===== config.mk =====
export PLATFORM = sky130hd
export DESIGN_NAME = mrpt_back
export DESIGN_NICKNAME = d
export VERILOG_FILES = /design/src/sv/mrpt_pkg.sv /design/src/sv/mrpt_mulmod.sv /design/src/sv/mrpt_back.sv
export VERILOG_INCLUDE_DIRS = /design/src /design/src/sv
export SDC_FILE = /design/constraint.sdc
export NUM_CORES = 1
export LEC_CHECK = 0
export ABC_AREA = 1
export BUFFER_PORTS_ARGS = -buffer_cell sky130_fd_sc_hd__buf_2
export CAP_MARGIN = 20
export CELL_PAD_IN_SITES_DETAIL_PLACEMENT = 1
export CELL_PAD_IN_SITES_GLOBAL_PLACEMENT = 2
export CORE_ASPECT_RATIO = 0.6
export CORE_MARGIN = 2
export CORE_UTILIZATION = 35
export DETAILED_ROUTE_END_ITERATION = 8
export PLACE_DENSITY_LB_ADDON = 0.2
export SYNTH_ARGS = -nofsm -noshare
export SYNTH_HDL_FRONTEND = slang
export SYNTH_SLANG_ARGS = --single-unit

===== constraint.sdc =====
create_clock -name i_clk -period 6.1 [get_ports i_clk]
set_input_delay 0.61 -clock i_clk [delete_from_list [all_inputs] [get_ports i_clk]]
set_output_delay 0.61 -clock i_clk [all_outputs]
set_load 0.02 [all_outputs]

===== src/sv/miller_rabin_prime_test_defines.svh =====
// Assertion macros for the Miller-Rabin prime test block.
// Included by modules that carry concurrent assertions; no other dependencies.
`ifndef MILLER_RABIN_PRIME_TEST_DEFINES_SVH
`define MILLER_RABIN_PRIME_TEST_DEFINES_SVH
`ifndef SYNTH
`define MR_ASSERT(label, clk, rst_n, prop, msg) \
    label: assert property (@(posedge clk) disable iff (!rst_n) (prop)) else $error(msg);
`define MR_ASSERT_NR(label, clk, prop, msg) \
    label: assert property (@(posedge clk) (prop)) else $error(msg);
`else
`define MR_ASSERT(label, clk, rst_n, prop, msg)
`define MR_ASSERT_NR(label, clk, prop, msg)
`endif
`endif


===== src/sv/mrpt_pkg.sv =====
// Shared types and constants for the Miller-Rabin prime test block.
// No dependencies.
package mrpt_pkg;
    localparam logic [31:0] LIMIT_TWO   = 32'd1373653;
    localparam logic [31:0] LIMIT_THREE = 32'd25326001;
    localparam logic [31:0] LIMIT_FOUR  = 32'd3215031751;
    localparam logic [2:0]  WIT_FIVE    = 3'd5;
    localparam logic [2:0]  WIT_SEVEN   = 3'd7;

    // A classified word handed from the front to the back.
    typedef struct packed {
        logic        done;       // answer known already, no test needed
        logic        is_prime;
        logic        out_of_range;
        logic [31:0] n;
        logic [2:0]  count;      // number of witnesses
    } t_job;

    typedef struct packed {
        logic start;
        logic [31:0] a;
        logic [31:0] b;
        logic [31:0] m;
    } t_mul_req;
endpackage


===== src/sv/mrpt_mulmod.sv =====
// Shared modular multiplier: (a*b) mod m by 32 shift-add-reduce steps, one bit per cycle.
// Depends on mrpt_pkg.
module mrpt_mulmod (
    input  logic              i_clk,
    input  logic              i_rst_n,
    input  mrpt_pkg::t_mul_req i_req,
    output logic              o_done,
    output logic [31:0]       o_result
);
    logic        r_busy;
    logic [5:0]  r_cnt;
    logic [31:0] r_a, r_b, r_m, r_acc;
    logic [32:0] dbl, dbl_red, add, add_red;

    always_comb begin
        dbl     = {r_acc, 1'b0};
        dbl_red = (dbl >= {1'b0, r_m}) ? dbl - {1'b0, r_m} : dbl;
        add     = dbl_red + (r_a[31] ? {1'b0, r_b} : 33'd0);
        add_red = (add >= {1'b0, r_m}) ? add - {1'b0, r_m} : add;
    end

    assign o_result = r_acc;

    always_ff @(posedge i_clk) begin
        if (!i_rst_n) begin
            r_busy <= 1'b0;
            o_done <= 1'b0;
        end else begin
            o_done <= 1'b0;
            if (i_req.start) begin
                r_busy <= 1'b1;
                r_cnt  <= 6'd0;
            end else if (r_busy) begin
                if (r_cnt == 6'd31) begin
                    r_busy <= 1'b0;
                    o_done <= 1'b1;
                end
                r_cnt <= r_cnt + 6'd1;
            end
        end
        if (i_req.start) begin
            // Operand b must be reduced below m; a is taken bit by bit.
            r_a   <= i_req.a;
            r_b   <= i_req.b;
            r_m   <= i_req.m;
            r_acc <= 32'd0;
        end else if (r_busy) begin
            r_acc <= add_red[31:0];
            r_a   <= {r_a[30:0], 1'b0};
        end
    end
endmodule


===== src/sv/mrpt_back.sv =====
// Back part: runs the witness rounds on the shared modular multiplier.
// Depends on mrpt_pkg, mrpt_mulmod and the assertion macro header.
`include "miller_rabin_prime_test_defines.svh"
module mrpt_back (
    input  logic           i_clk,
    input  logic           i_rst_n,
    input  logic           i_valid,
    input  mrpt_pkg::t_job i_job,
    output logic           o_ready,
    output logic           o_strobe,
    output logic           o_is_prime,
    output logic           o_out_of_range
);
    typedef enum logic [6:0] {
        S_IDLE = 7'b0000001,
        S_SPLIT = 7'b0000010,
        S_WIT  = 7'b0000100,
        S_POW  = 7'b0001000,
        S_WAIT = 7'b0010000,
        S_SQ   = 7'b0100000,
        S_SQW  = 7'b1000000
    } t_state;

    t_state      r_state;
    logic [31:0] r_n, r_d, r_e, r_x, r_b;
    logic [4:0]  r_s, r_k;
    logic [2:0]  r_count, r_idx;
    logic        r_sq_phase;   // 0: multiply x by b, 1: square b
    mrpt_pkg::t_mul_req mreq;
    logic        mdone;
    logic [31:0] mres;
    logic [31:0] nm1, wit;

    mrpt_mulmod u_mul (.i_clk(i_clk), .i_rst_n(i_rst_n), .i_req(mreq),
                       .o_done(mdone), .o_result(mres));

    assign nm1 = r_n - 32'd1;
    assign o_ready = (r_state == S_IDLE);

    always_comb begin
        unique case (r_idx)
            3'd0: wit = 32'd2;
            3'd1: wit = 32'd3;
            3'd2: wit = {29'd0, mrpt_pkg::WIT_FIVE};
            default: wit = {29'd0, mrpt_pkg::WIT_SEVEN};
        endcase
    end

    always_comb begin
        mreq = '0;
        mreq.m = r_n;
        if (r_state == S_POW) begin
            mreq.start = 1'b1;
            mreq.a = r_sq_phase ? r_b : r_x;
            mreq.b = r_b;
        end else if (r_state == S_SQ) begin
            mreq.start = 1'b1;
            mreq.a = r_x;
            mreq.b = r_x;
        end
    end

    always_ff @(posedge i_clk) begin
        if (!i_rst_n) begin
            r_state  <= S_IDLE;
            o_strobe <= 1'b0;
        end else begin
            o_strobe <= 1'b0;
            unique case (r_state)
                S_IDLE: if (i_valid) begin
                    r_n <= i_job.n;
                    r_count <= i_job.count;
                    if (i_job.done) begin
                        o_strobe <= 1'b1;
                        o_is_prime <= i_job.is_prime;
                        o_out_of_range <= i_job.out_of_range;
                    end else begin
                        r_d <= i_job.n - 32'd1;
                        r_s <= 5'd0;
                        r_idx <= 3'd0;
                        r_state <= S_SPLIT;
                    end
                end
                S_SPLIT: begin
                    if (r_d[0]) r_state <= S_WIT;
                    else begin
                        r_d <= {1'b0, r_d[31:1]};
                        r_s <= r_s + 5'd1;
                    end
                end
                S_WIT: begin
                    if (r_idx == r_count) begin
                        o_strobe <= 1'b1;
                        o_is_prime <= 1'b1;
                        o_out_of_range <= 1'b0;
                        r_state <= S_IDLE;
                    end else if (wit == r_n) begin
                        r_idx <= r_idx + 3'd1;
                    end else begin
                        r_x <= 32'd1;
                        r_b <= wit;     // witness below n here
                        r_e <= r_d;
                        r_sq_phase <= !r_d[0];
                        r_state <= S_POW;
                    end
                end
                S_POW: r_state <= S_WAIT;
                S_WAIT: if (mdone) begin
                    if (!r_sq_phase) begin
                        r_x <= mres;
                        r_sq_phase <= 1'b1;
                        r_state <= S_POW;
                    end else begin
                        r_b <= mres;
                        r_e <= {1'b0, r_e[31:1]};
                        if (r_e[31:1] == 31'd0) begin
                            r_k <= 5'd1;
                            if (r_x == 32'd1 || r_x == nm1) begin
                                r_idx <= r_idx + 3'd1;
                                r_state <= S_WIT;
                            end else if (r_s <= 5'd1) begin
                                o_strobe <= 1'b1;
                                o_is_prime <= 1'b0;
                                o_out_of_range <= 1'b0;
                                r_state <= S_IDLE;
                            end else r_state <= S_SQ;
                        end else begin
                            r_sq_phase <= !r_e[1];
                            r_state <= S_POW;
                        end
                    end
                end
                S_SQ: r_state <= S_SQW;
                S_SQW: if (mdone) begin
                    r_x <= mres;
                    r_k <= r_k + 5'd1;
                    if (mres == nm1) begin
                        r_idx <= r_idx + 3'd1;
                        r_state <= S_WIT;
                    end else if (r_k + 5'd1 >= r_s) begin
                        o_strobe <= 1'b1;
                        o_is_prime <= 1'b0;
                        o_out_of_range <= 1'b0;
                        r_state <= S_IDLE;
                    end else r_state <= S_SQ;
                end
                default: r_state <= S_IDLE;
            endcase
        end
    end

    `MR_ASSERT(a_ready_idle, i_clk, i_rst_n, o_ready == (r_state == S_IDLE), "ready off idle")
    `MR_ASSERT(a_onehot, i_clk, i_rst_n, $onehot(r_state), "state not one-hot")
    `MR_ASSERT(a_strobe_idle, i_clk, i_rst_n, o_strobe |-> r_state == S_IDLE, "strobe off idle")
    `MR_ASSERT(a_oor_np, i_clk, i_rst_n, o_strobe && o_out_of_range |-> !o_is_prime, "oor prime")
endmodule


-- Word level (Yosys, flattened, before mapping)
Cells that the tools add are included.
- register bits after elaboration: 323
- latch bits: 0
- RAM bits: 0
- ROM bits: 0
- input port bits: 41
- output and inout bits: 4
- word-level logic and storage cells: 198
- memories kept: 0
- $add $sub $neg: 9
- multiply operators: 0
- div/mod/pow operators: 0
- order comparisons: 4
- equal/unequal tests: 36
- shift operators: 0
- multiplexer cells: 102
- bitwise operators: 2
- reductions and logical operators: 23
- operators by type and width (kind ; count):
    32-bit two-way mux ; 21
    32-bit one-hot mux with 2 select lines ; 3
    65-bit two-way mux ; 2
    32-bit equality test ; 3
    32-bit one-hot mux with 3 select lines ; 1
    33-bit by 32-bit >= comparator with 1-bit output ; 2
    32-bit by 1-bit subtractor with 32-bit output (second input constant) ; 2
    7-bit two-way mux ; 9
    7-bit one-hot mux with 7 select lines ; 1
    2-bit != test (second input constant) ; 18
    5-bit two-way mux ; 7
    1-bit two-way mux ; 34
    33-bit by 32-bit adder with 33-bit output ; 1
    33-bit two-way mux ; 1
    33-bit by 32-bit subtractor with 33-bit output ; 1
    32-bit by 1-bit equality test with 1-bit output (second input constant) ; 1
    32-bit subtractor ; 1
    31-bit zero test ; 1
    3-bit two-way mux ; 10
    6-bit two-way mux ; 5
    5-bit one-hot mux with 2 select lines ; 2
    6-bit AND reduction ; 3
    13-bit AND reduction ; 1
    1-bit one-hot mux with 4 select lines ; 3
    other kinds (35) ; 43

-- Logic depth before layout (Yosys ltp)
Gate-level depths: netlist (run 1).
- depth after elaboration: 8
- mapped depth: 45
- gate-level depth less buffers: 41

-- Modules after synthesis
A second synthesis (run 1) with hierarchy kept.
- cell total of the unflattened synthesis: 3387
- area, all modules: 24001.8 sq um
- by module, submodules not included (module ; times used ; cells an instance ; area an instance (sq um) ; seq. area each (sq um)):
    mrpt_back ; 1 ; 1657 ; 12155.4 ; 5505.3
    mrpt_mulmod ; 1 ; 1730 ; 11846.4 ; 3743.6

-- Worst setup path after synthesis (run 1)
Ideal clock, no wire load.
- kind: reg2reg
- from: register u_mul.r_m[1]
- to: register u_mul.r_acc[18], in the netlist u_mul.o_result[18]
- arrival time: 5595 ps
- setup slack: 386 ps
- cell stages (with the launch flop): 41
- clock period less this slack: 5714 ps
- cell sequence: edfxtp_1 -> inv_1 -> ha_1 -> nand3_1 -> nand2_2 -> a21oi_4 -> o21ai_2 -> nand2_1 -> nand2_1 -> nand2_1 -> nand2_4 -> inv_1 -> clkbuf_1 -> clkbuf_1 -> nor2_1 -> ha_1 -> inv_1 -> fa_1 -> [... 5 more ...] -> a21oi_1 -> o21ai_0 -> a21oi_1 -> xnor2_1 -> ha_1 -> nand2_1 -> inv_1 -> a21oi_1 -> o211a_1 -> nand3_1 -> a21oi_1 -> or2_0 -> buf_2 -> nand3_2 -> buf_6 -> buf_6 -> nor2_1 -> o21bai_1
- word-level cells in the longest chain between the ends: 5
- RTL lines (element ; line ; RTL):
    start, declared ; mrpt_mulmod.sv:12 ; logic [31:0] r_a, r_b, r_m, r_acc;
    start signal, assigned ; mrpt_mulmod.sv:45 ; r_m <= i_req.m;
    33-bit by 32-bit subtractor with 33-bit output / 33-bit by 32-bit >= comparator with 1-bit output (equally long branches) ; mrpt_mulmod.sv:17 ; dbl_red = (dbl >= {1'b0, r_m}) ? dbl - {1'b0, r_m} : dbl;
    33-bit two-way mux ; mrpt_mulmod.sv:17 ;
    33-bit by 32-bit adder with 33-bit output ; mrpt_mulmod.sv:18 ; add = dbl_red + (r_a[31] ? {1'b0, r_b} : 33'd0);
    32-bit subtractor / 33-bit by 32-bit >= comparator with 1-bit output (equally long branches) ; mrpt_mulmod.sv:19 ; add_red = (add >= {1'b0, r_m}) ? add - {1'b0, r_m} : add;
    32-bit two-way mux * ; mrpt_mulmod.sv:19 ;
    end signal, assigned ; mrpt_mulmod.sv:48 ; r_acc <= add_red[31:0];
    end, declared ; mrpt_mulmod.sv:12 ;
Mark *: on every way between the ends. The rest lies on a longest branch, timed or not.
A chain may end at the register's enable or synchronous reset.

-- Worst setup path after layout (run 1)
- from: register u_mul.r_m[17]
- to: register u_mul.r_acc[11], in the netlist u_mul.o_result[11]
- word-level cells in the longest chain between the ends: 5
- RTL lines (element ; line):
    33-bit by 32-bit subtractor with 33-bit output / 33-bit by 32-bit >= comparator with 1-bit output (equally long branches) ; mrpt_mulmod.sv:17
    33-bit two-way mux ; mrpt_mulmod.sv:17
    33-bit by 32-bit adder with 33-bit output ; mrpt_mulmod.sv:18
    33-bit by 32-bit >= comparator with 1-bit output / 32-bit subtractor (equally long branches) ; mrpt_mulmod.sv:19
    32-bit two-way mux * ; mrpt_mulmod.sv:19
Marked as above.

==> reports/summary.txt, run 1 <==
total grt overflow: 0
# nets final: 3642
syn avg cell area: 7.56 sq um
Hold Crit Start: i_job[0]
hold_buf cts: 0
layout cell share with drive strength beyond 1: 23.7%
clk sinks: 322
worst slew pin tran: 1.23 ns
vias in the first global route: 22976
Row Count: 72
CP arrival: 6.43 ns
sw frac: 29.5%
Pleak: 13.7 nW
Fmax achieved: 0.167 GHz
1st-iter DRT viols: 2024
Initial Util: 35.3%
asr flop ratio synth: 0%
Synth Area in Adders: 6.39%
die footprint: 0.0669 sq mm
top cell type's share of synthesized area: 37.1%
Seq/Total Area, Yosys: 40.8%
sequential share of power: 42.7%
Die Y: 201 um
via count: 23022
Core Area: 0.0642 sq mm
largest family of logic cells by synthesized area: simple AND/OR/NAND/NOR gates
Hold Crit Class: input pin to register
largest net degree at the start of global routing: 67
most used cell along the critical path: nand2_1
worst reg-to-reg path cell count: 42
I/O pins: 45
DRC viols: 0
post-layout util: 46.5%
H-tree lvl count: 2
post-synth top area cell: edfxtp_1
ANT nets after route: 0
number of buffers added on ports: 44
NetSw: 1.73 mW
CTS Root Cell: clkbuf_16
Clock Power Share: 36.0%
final setup fails: 0
average wire per cell in the routed design: 22.7 um
final worst-path setup slack: 0.121 ns
DR vias/cell: 5.28
simple-gate share of the synthesized area: 27.9%
Slowest cell on crit path: ha_1
initial antenna violation count: 2
TritonCTS clock tree: done
hpwl dp: 78900 um
Max Cap Violations: 0
post-synthesis xor/xnor area fraction: 4.95%
Power Total: 5.85 mW
Hold Path Stages: 1
crit path time final: 5.98 ns
Final Skew: 0.0344 ns
Top delay family on crit path: simple AND/OR/NAND/NOR gates
Main synth FF type: edfxtp_1
Detailed Route WL: 99100 um
number of flops mapped to enable cells by yosys: 280
WP buf/inv: 10
CP required: 6.55 ns
peak supply drop: 0.251 mV
met3 WL: 7830 um
first-pass GRT wire length: 144000 um
Longest Clk Path Bufs: 3
status: finished clean
largest fanout on the critical path: 8
M1 WL: 49800 um
relative slew slack: 17.5%
Crit. Startpoint: u_mul.r_m[17]$_DFFE_PN_
Synthesized Nets: 3157
Post-Syn Area: 0.0227 sq mm
RSZ-0062 raised after global routing: true
worst setup path class: register to register
CP Launch Type: register
mux share of post-synthesis cell area: 0%
FF+latch count, synth: 322
Finished Cell Area: 0.0299 sq mm
GRT Util Overall: 28.6%
fin crit share: 98.0%
Internal: 4.13 mW
combinational power share: 21.3%
Synth area leaders: edfxtp_1, nand2_1, inv_1, ha_1, nor2_1
worst r2r src: u_mul.r_m[17]$_DFFE_PN_
Worst-path clk slew: 0.07 ns
Layout area overhead: 31.7%
synth unique cells: 65
CP peak stage delay: 0.35 ns
CP Capture Type: register
max layer used: met4
Setup TNS: 0 ns
Die X: 333 um
Slew Limit Fails: 0
Clk Latency, worst-skew pair: 0.56 ns
Power Density: 196 mW/mm^2
Place WS: -0.893 ns
gpl congestion: 0.990
Yosys Warn Count: 0
Mapped Cells: 3002
placed cell area: 0.0269 sq mm
number of clock buffers inserted by TritonCTS: 34
DR pass1 iterations: 7
met2 WL: 39600 um
Hold Fails Final Rpt: 0
stages on the worst setup path: 42
Synth Area in Compound Gates: 11.7%
## metal layers
layer | vias up | GRT usage, %
met4 | 0 | 5.26
met2 | 610 | 40.2
li1 | 10948 | -
met5 | - | 0
met1 | 11366 | 44.4
met3 | 98 | 6.22
## final cells by class
| type | instances | area (sq um) |
|---|---|---|
| Clock inverter | 16 | 138 |
| Sequential cell | 322 | 9250 |
| Tap cell | 851 | 1060 |
| Clock buffer | 44 | 920 |
| Timing Repair Buffer | 517 | 4030 |
| Antenna cell | 2 | 5.00 |
| Multi-Input combinational cell | 2187 | 12900 |
| Inverter | 425 | 1600 |
| Fill cell | 7817 | 34300 |
## power groups by stage
stage	combinational, mW	sequential (mW)	clock [mW]
6_report	1.25	2.50	2.11
5_1_grt	1.36	2.50	2.23
4_1_cts	1.14	2.50	2.15
3_5_place_dp	1.06	2.54	0
3_3_place_gp	1.03	2.54	0
2_1_floorplan	0.567	2.52	0
## timing repair
item | CTS | global route
setup buffers | 22 | 26
gates cloned | 2 | 4
pin swaps | 40 | 78
setup endpoints to repair | 32 | 32
resized for setup | 110 | 207
## flip-flops by register name, indices dropped and copies added, names as in the netlist, 5 cells and up
signal          cells
r_b                32
r_d                32
r_e                31
r_k                 5
r_n                32
r_s                 5
r_state             7
r_x                32
u_mul.o_result     32
u_mul.r_a          32
u_mul.r_b          32
u_mul.r_cnt         6
u_mul.r_m          32
## per-stage QoR
stage / hold slack [ns] / std cells
detailed placement: 0.513 / 4252
finish: 0.252 / 4364
global placement: 0.505 / 4252
floorplan: 0.450 / 3002
CTS: 0.236 / 4336
global route: 0.240 / 4363
## worst paths after layout
path	slack (ns)	end
setup / recovery	0.12	u_mul.o_result[11]$_SDFFE_PN0P_
hold / removal	0.25	r_count[0]$_DFFE_PP_
setup reg to reg	0.12	u_mul.o_result[11]$_SDFFE_PN0P_
hold reg to reg	0.52	u_mul.r_a[14]$_DFFE_PN_
## synthesized netlist by cell type (33+ instances only)
library cell / count
xnor2_1: 43
nand3_1: 178
nand4_1: 55
o21ai_0: 149
edfxtp_1: 280
clkbuf_1: 55
a21oi_1: 120
dfxtp_1: 42
xor2_1: 82
inv_1: 421
nor2_1: 367
ha_1: 111
nand2_1: 785
nor3_1: 39
o21bai_1: 33
## logic make-up (layout without fill, tap and decap cells)
| kind of cell | count (synthesis) | after routing |
|---|---|---|
| simple gates | 1503 | 1503 |
| flops | 322 | 322 |
| xor+xnor | 126 | 126 |
| buf+inv | 493 | 1002 |
| compound gates | 444 | 444 |
| fa+ha+maj | 114 | 114 |
| other cells | 0 | 2 |
## cell usage in the layout (no fill, tap or decap), types with 13 or more instances in the layout
cell type,count
o22ai_1,15
xor2_1,76
buf_6,14
a21oi_1,82
nand4_1,55
buf_4,444
nor3_1,31
o21bai_1,29
xnor2_1,39
nand2_1,742
dfxtp_1,40
nand3b_1,13
clkbuf_16,39
ha_1,77
nor4_1,19
ha_4,32
inv_1,398
nor2_1,342
nand3_1,170
buf_2,44
a21o_1,16
edfxtp_1,280
o211ai_1,25
o21ai_1,33
o21ai_0,125
inv_2,23
nor2_2,20
nand2_2,42
a21oi_2,32
Note: power is estimated with default switching activity, not from simulation.
==> run 2: changes to the inputs <==
--- a/config.mk
+++ b/config.mk
@@ -6,7 +6,6 @@
 export SDC_FILE = /design/constraint.sdc
 export NUM_CORES = 1
 export LEC_CHECK = 0
-export ABC_AREA = 1
 export BUFFER_PORTS_ARGS = -buffer_cell sky130_fd_sc_hd__buf_2
 export CAP_MARGIN = 20
 export CELL_PAD_IN_SITES_DETAIL_PLACEMENT = 1
==> reports/summary.txt, run 2 <==
status: complete, but fails checks
failing checks: setup timing
sequential share of power: 47.7% (+5.0 points)
1st-iter DRT viols: 1660 (-18%)
relative slew slack: 29.6% (+12 points)
Hold Path Stages: 1 (unchanged)
Die X: 322 um (-3.3%)
TritonCTS clock tree: done
Clk Latency, worst-skew pair: 0.56 ns (about the same)
hold endpoint: r_count[2]$_DFFE_PP_
Slowest cell on crit path: or4_4
number of buffers added on ports: 44 (unchanged)
WP buf/inv: 38 (+28)
DR vias/cell: 5.65 (+7.0%)
CP peak stage delay: 0.51 ns (+0.16 ns)
Worst-path clk slew: 0.06 ns (about the same)
hold slack: 0.234 ns (-0.0174 ns)
Layout area overhead: 35.6%
DRC viols: 0 (unchanged)
Row Count: 69 (-4.2%)
placed cell area: 0.0254 sq mm (-5.9%)
Slew Limit Fails: 0 (unchanged)
sw frac: 25.1% (-4.4 points)
asr flop ratio synth: 0% (unchanged)
Hold Fails Final Rpt: 0 (unchanged)
total grt overflow: 0 (unchanged)
final setup fails: 32 (+32)
top cell type's share of synthesized area: 39.7% (+2.6 points)
via count: 20042 (-13%)
clk sinks: 322 (unchanged)
average wire per cell in the routed design: 24.7 um (+9.0%)
vias in the first global route: 20545 (-11%)
CP Launch Type: register
worst slew pin tran: 1.05 ns (-0.178 ns)
initial antenna violation count: 1 (-1)
worst setup path class: register to register
DR pass1 iterations: 5 (-2)
fin crit share: 116% (+18 points)
GRT Util Overall: 27.7% (-0.89 points)
Yosys Warn Count: 0 (unchanged)
Core Area: 0.0595 sq mm (-7.4%)
Die Y: 195 um (-3.3%)
first-pass GRT wire length: 131000 um (-9.2%)
Synth area leaders: edfxtp_1, ha_1, xnor2_1, a21oi_1, nand2_1
CP required: 6.58 ns (+0.03 ns)
Power Total: 5.20 mW (-11%)
worst r2r dst: u_mul.o_result[4]$_SDFFE_PN0P_
CP Capture Type: register
RSZ-0062 raised after global routing: true
FF+latch count, synth: 322 (unchanged)
Clock Power Share: 44.6% (+8.6 points)
worst r2r src: u_mul.r_m[28]$_DFFE_PN_
Initial Util: 35.6% (+0.31 points)
post-layout util: 48.3% (+1.8 points)
Finished Cell Area: 0.0287 sq mm (-3.9%)
number of flops mapped to enable cells by yosys: 280 (unchanged)
Main synth FF type: edfxtp_1
top cells by count, synth: edfxtp_1, nand2_1, nor2_1, a21oi_1, xnor2_1
CP arrival: 7.57 ns (+1.14 ns)
Pleak: 11.9 nW (-13%)
ANT nets after route: 0 (unchanged)
Hold Crit Class: input pin to register
number of clock buffers inserted by TritonCTS: 35 (+2.9%)
# fillers: 6657 (-15%)
Final Skew: 0.0212 ns (-0.0132 ns)
Longest Clk Path Bufs: 3 (unchanged)
commonest cells after routing, fill and taps aside: buf_4, edfxtp_1, nand2_1
H-tree lvl count: 2 (unchanged)
post-synth top area cell: edfxtp_1
CTS Root Cell: clkbuf_16
Top delay family on crit path: buffers and inverters
synth unique cells: 77 (+18%)
most used cell along the critical path: buf_4
most common cell after layout, fill and taps aside: buf_4
layout cell share with drive strength beyond 1: 30.8% (+7.1 points)
Max Cap Violations: 0 (unchanged)
Setup TNS: -28.63 ns (-28.63 ns)
Power Density: 181 mW/mm^2 (-7.5%)
reg2reg setup slack: -0.99 ns (-1.11 ns)
top-count cell post-synth: edfxtp_1
peak supply drop: 0.152 mV (-39%)
Post-Syn Area: 0.0212 sq mm (-6.6%)
largest net degree at the start of global routing: 63 (-6.0%)
final worst-path setup slack: -0.989 ns (-1.11 ns)
diode count: 0 (-2)
worst reg-to-reg path cell count: 48 (+14%)
syn avg cell area: 9.46 sq um (+25%)
Seq/Total Area, Yosys: 43.6% (+2.9 points)
combinational power share: 7.7% (-14 points)
Fmax achieved: 0.141 GHz (-16%)
NetSw: 1.31 mW (-24%)
Synthesized Nets: 2395 (-24%)
# nets final: 2899 (-20%)
Mapped Cells: 2240 (-25%)
Detailed Route WL: 87800 um (-11%)
I/O pins: 45 (unchanged)
largest fanout on the critical path: 6 (-2)
Internal: 3.90 mW (-5.6%)
Hold Crit Start: i_job[2]
die footprint: 0.0626 sq mm (-6.5%)
gpl congestion: 0.954 (-3.7%)
hpwl dp: 65700 um (-17%)
crit path time final: 7.09 ns (+1.11 ns)
## run 2: repair_timing
action	4_1_cts	5_1_grt
hold buffers	0	0
setup buffers	84	17
cloned	2	3
setup endpoints to repair	32	32
pin swaps	50	60
resized for setup	183	96
## run 2: cell type report
| class | instances | area (sq um) | share of cell area (%) |
|---|---|---|---|
| clock inverters | 23 | 293 | 1.02 |
| flip-flops and latches | 322 | 9250 | 32.2 |
| multi-input cells | 1745 | 12700 | 44.2 |
| inverters | 77 | 294 | 1.02 |
| well taps | 781 | 977 | 3.40 |
| repair buffers | 563 | 4330 | 15.1 |
| clock buffers | 39 | 891 | 3.10 |
## run 2: power by group through the flow
stage | combinational [mW] | clock, mW | sequential [mW]
after CTS | 0.385 | 2.34 | 2.48
after detailed placement | 0.369 | 0 | 2.53
after global placement | 0.356 | 0 | 2.53
final | 0.401 | 2.32 | 2.48
after global routing | 0.432 | 2.42 | 2.49
after floorplan | 0.224 | 0 | 2.50
## run 2: worst max-delay path by stage
stage | start | endpoint | slack (ns) | cells past startpoint
finish | u_mul.r_m[28]$_DFFE_PN_ | u_mul.o_result[4]$_SDFFE_PN0P_ | -0.99 | 48
global route | u_mul.r_m[31]$_DFFE_PN_ | u_mul.o_result[4]$_SDFFE_PN0P_ | -1.20 | 38
CTS | u_mul.r_m[28]$_DFFE_PN_ | u_mul.o_result[4]$_SDFFE_PN0P_ | -0.73 | 31
detailed placement | u_mul.r_m[1]$_DFFE_PN_ | u_mul.o_result[4]$_SDFFE_PN0P_ | -1.48 | 34
global placement | u_mul.r_m[1]$_DFFE_PN_ | u_mul.o_result[30]$_SDFFE_PN0P_ | -1.23 | 32
floorplan | u_mul.r_m[15]$_DFFE_PN_ | u_mul.o_result[2]$_SDFFE_PN0P_ | -0.13 | 33
## run 2: cell families after synthesis
group	synth area share [%]
flip-flops	43.6
adder cells (fa/ha/maj)	6.84
multiplexers	1.21
AND/OR/NAND/NOR	20.1
XOR/XNOR	8.51
buffers and inverters	3.18
AO/OA/AOI/OAI	16.5
## run 2: per-stage QoR
stage | setup WS (ns) | instances
after floorplan | -0.135 | 2240
after global placement | -1.23 | 3385
after detailed placement | -1.48 | 3385
after CTS | -0.729 | 3532
after global routing | -1.20 | 3550
final | -0.989 | 3550
## run 2: per-layer routing
| layer | GRT usage, % | routed length, um | up-vias |
|---|---|---|---|
| li1 | - | - | 9239 |
| met1 | 42.2 | 44200 | 10120 |
| met4 | 5.04 | 1500 | 2 |
| met5 | 0 | 7 | - |
| met2 | 39.9 | 35800 | 586 |
| met3 | 6.20 | 6310 | 95 |
## run 2: worst register-to-register path, delay by kind of cell (launching register included)
family / cells / cell delay (ns)
adder cells (fa/ha/maj): 1 / 0.28
AO/OA/AOI/OAI: 2 / 0.22
AND/OR/NAND/NOR: 7 / 1.50
buffers and inverters: 38 / 4.66
flip-flops: 1 / 0.36
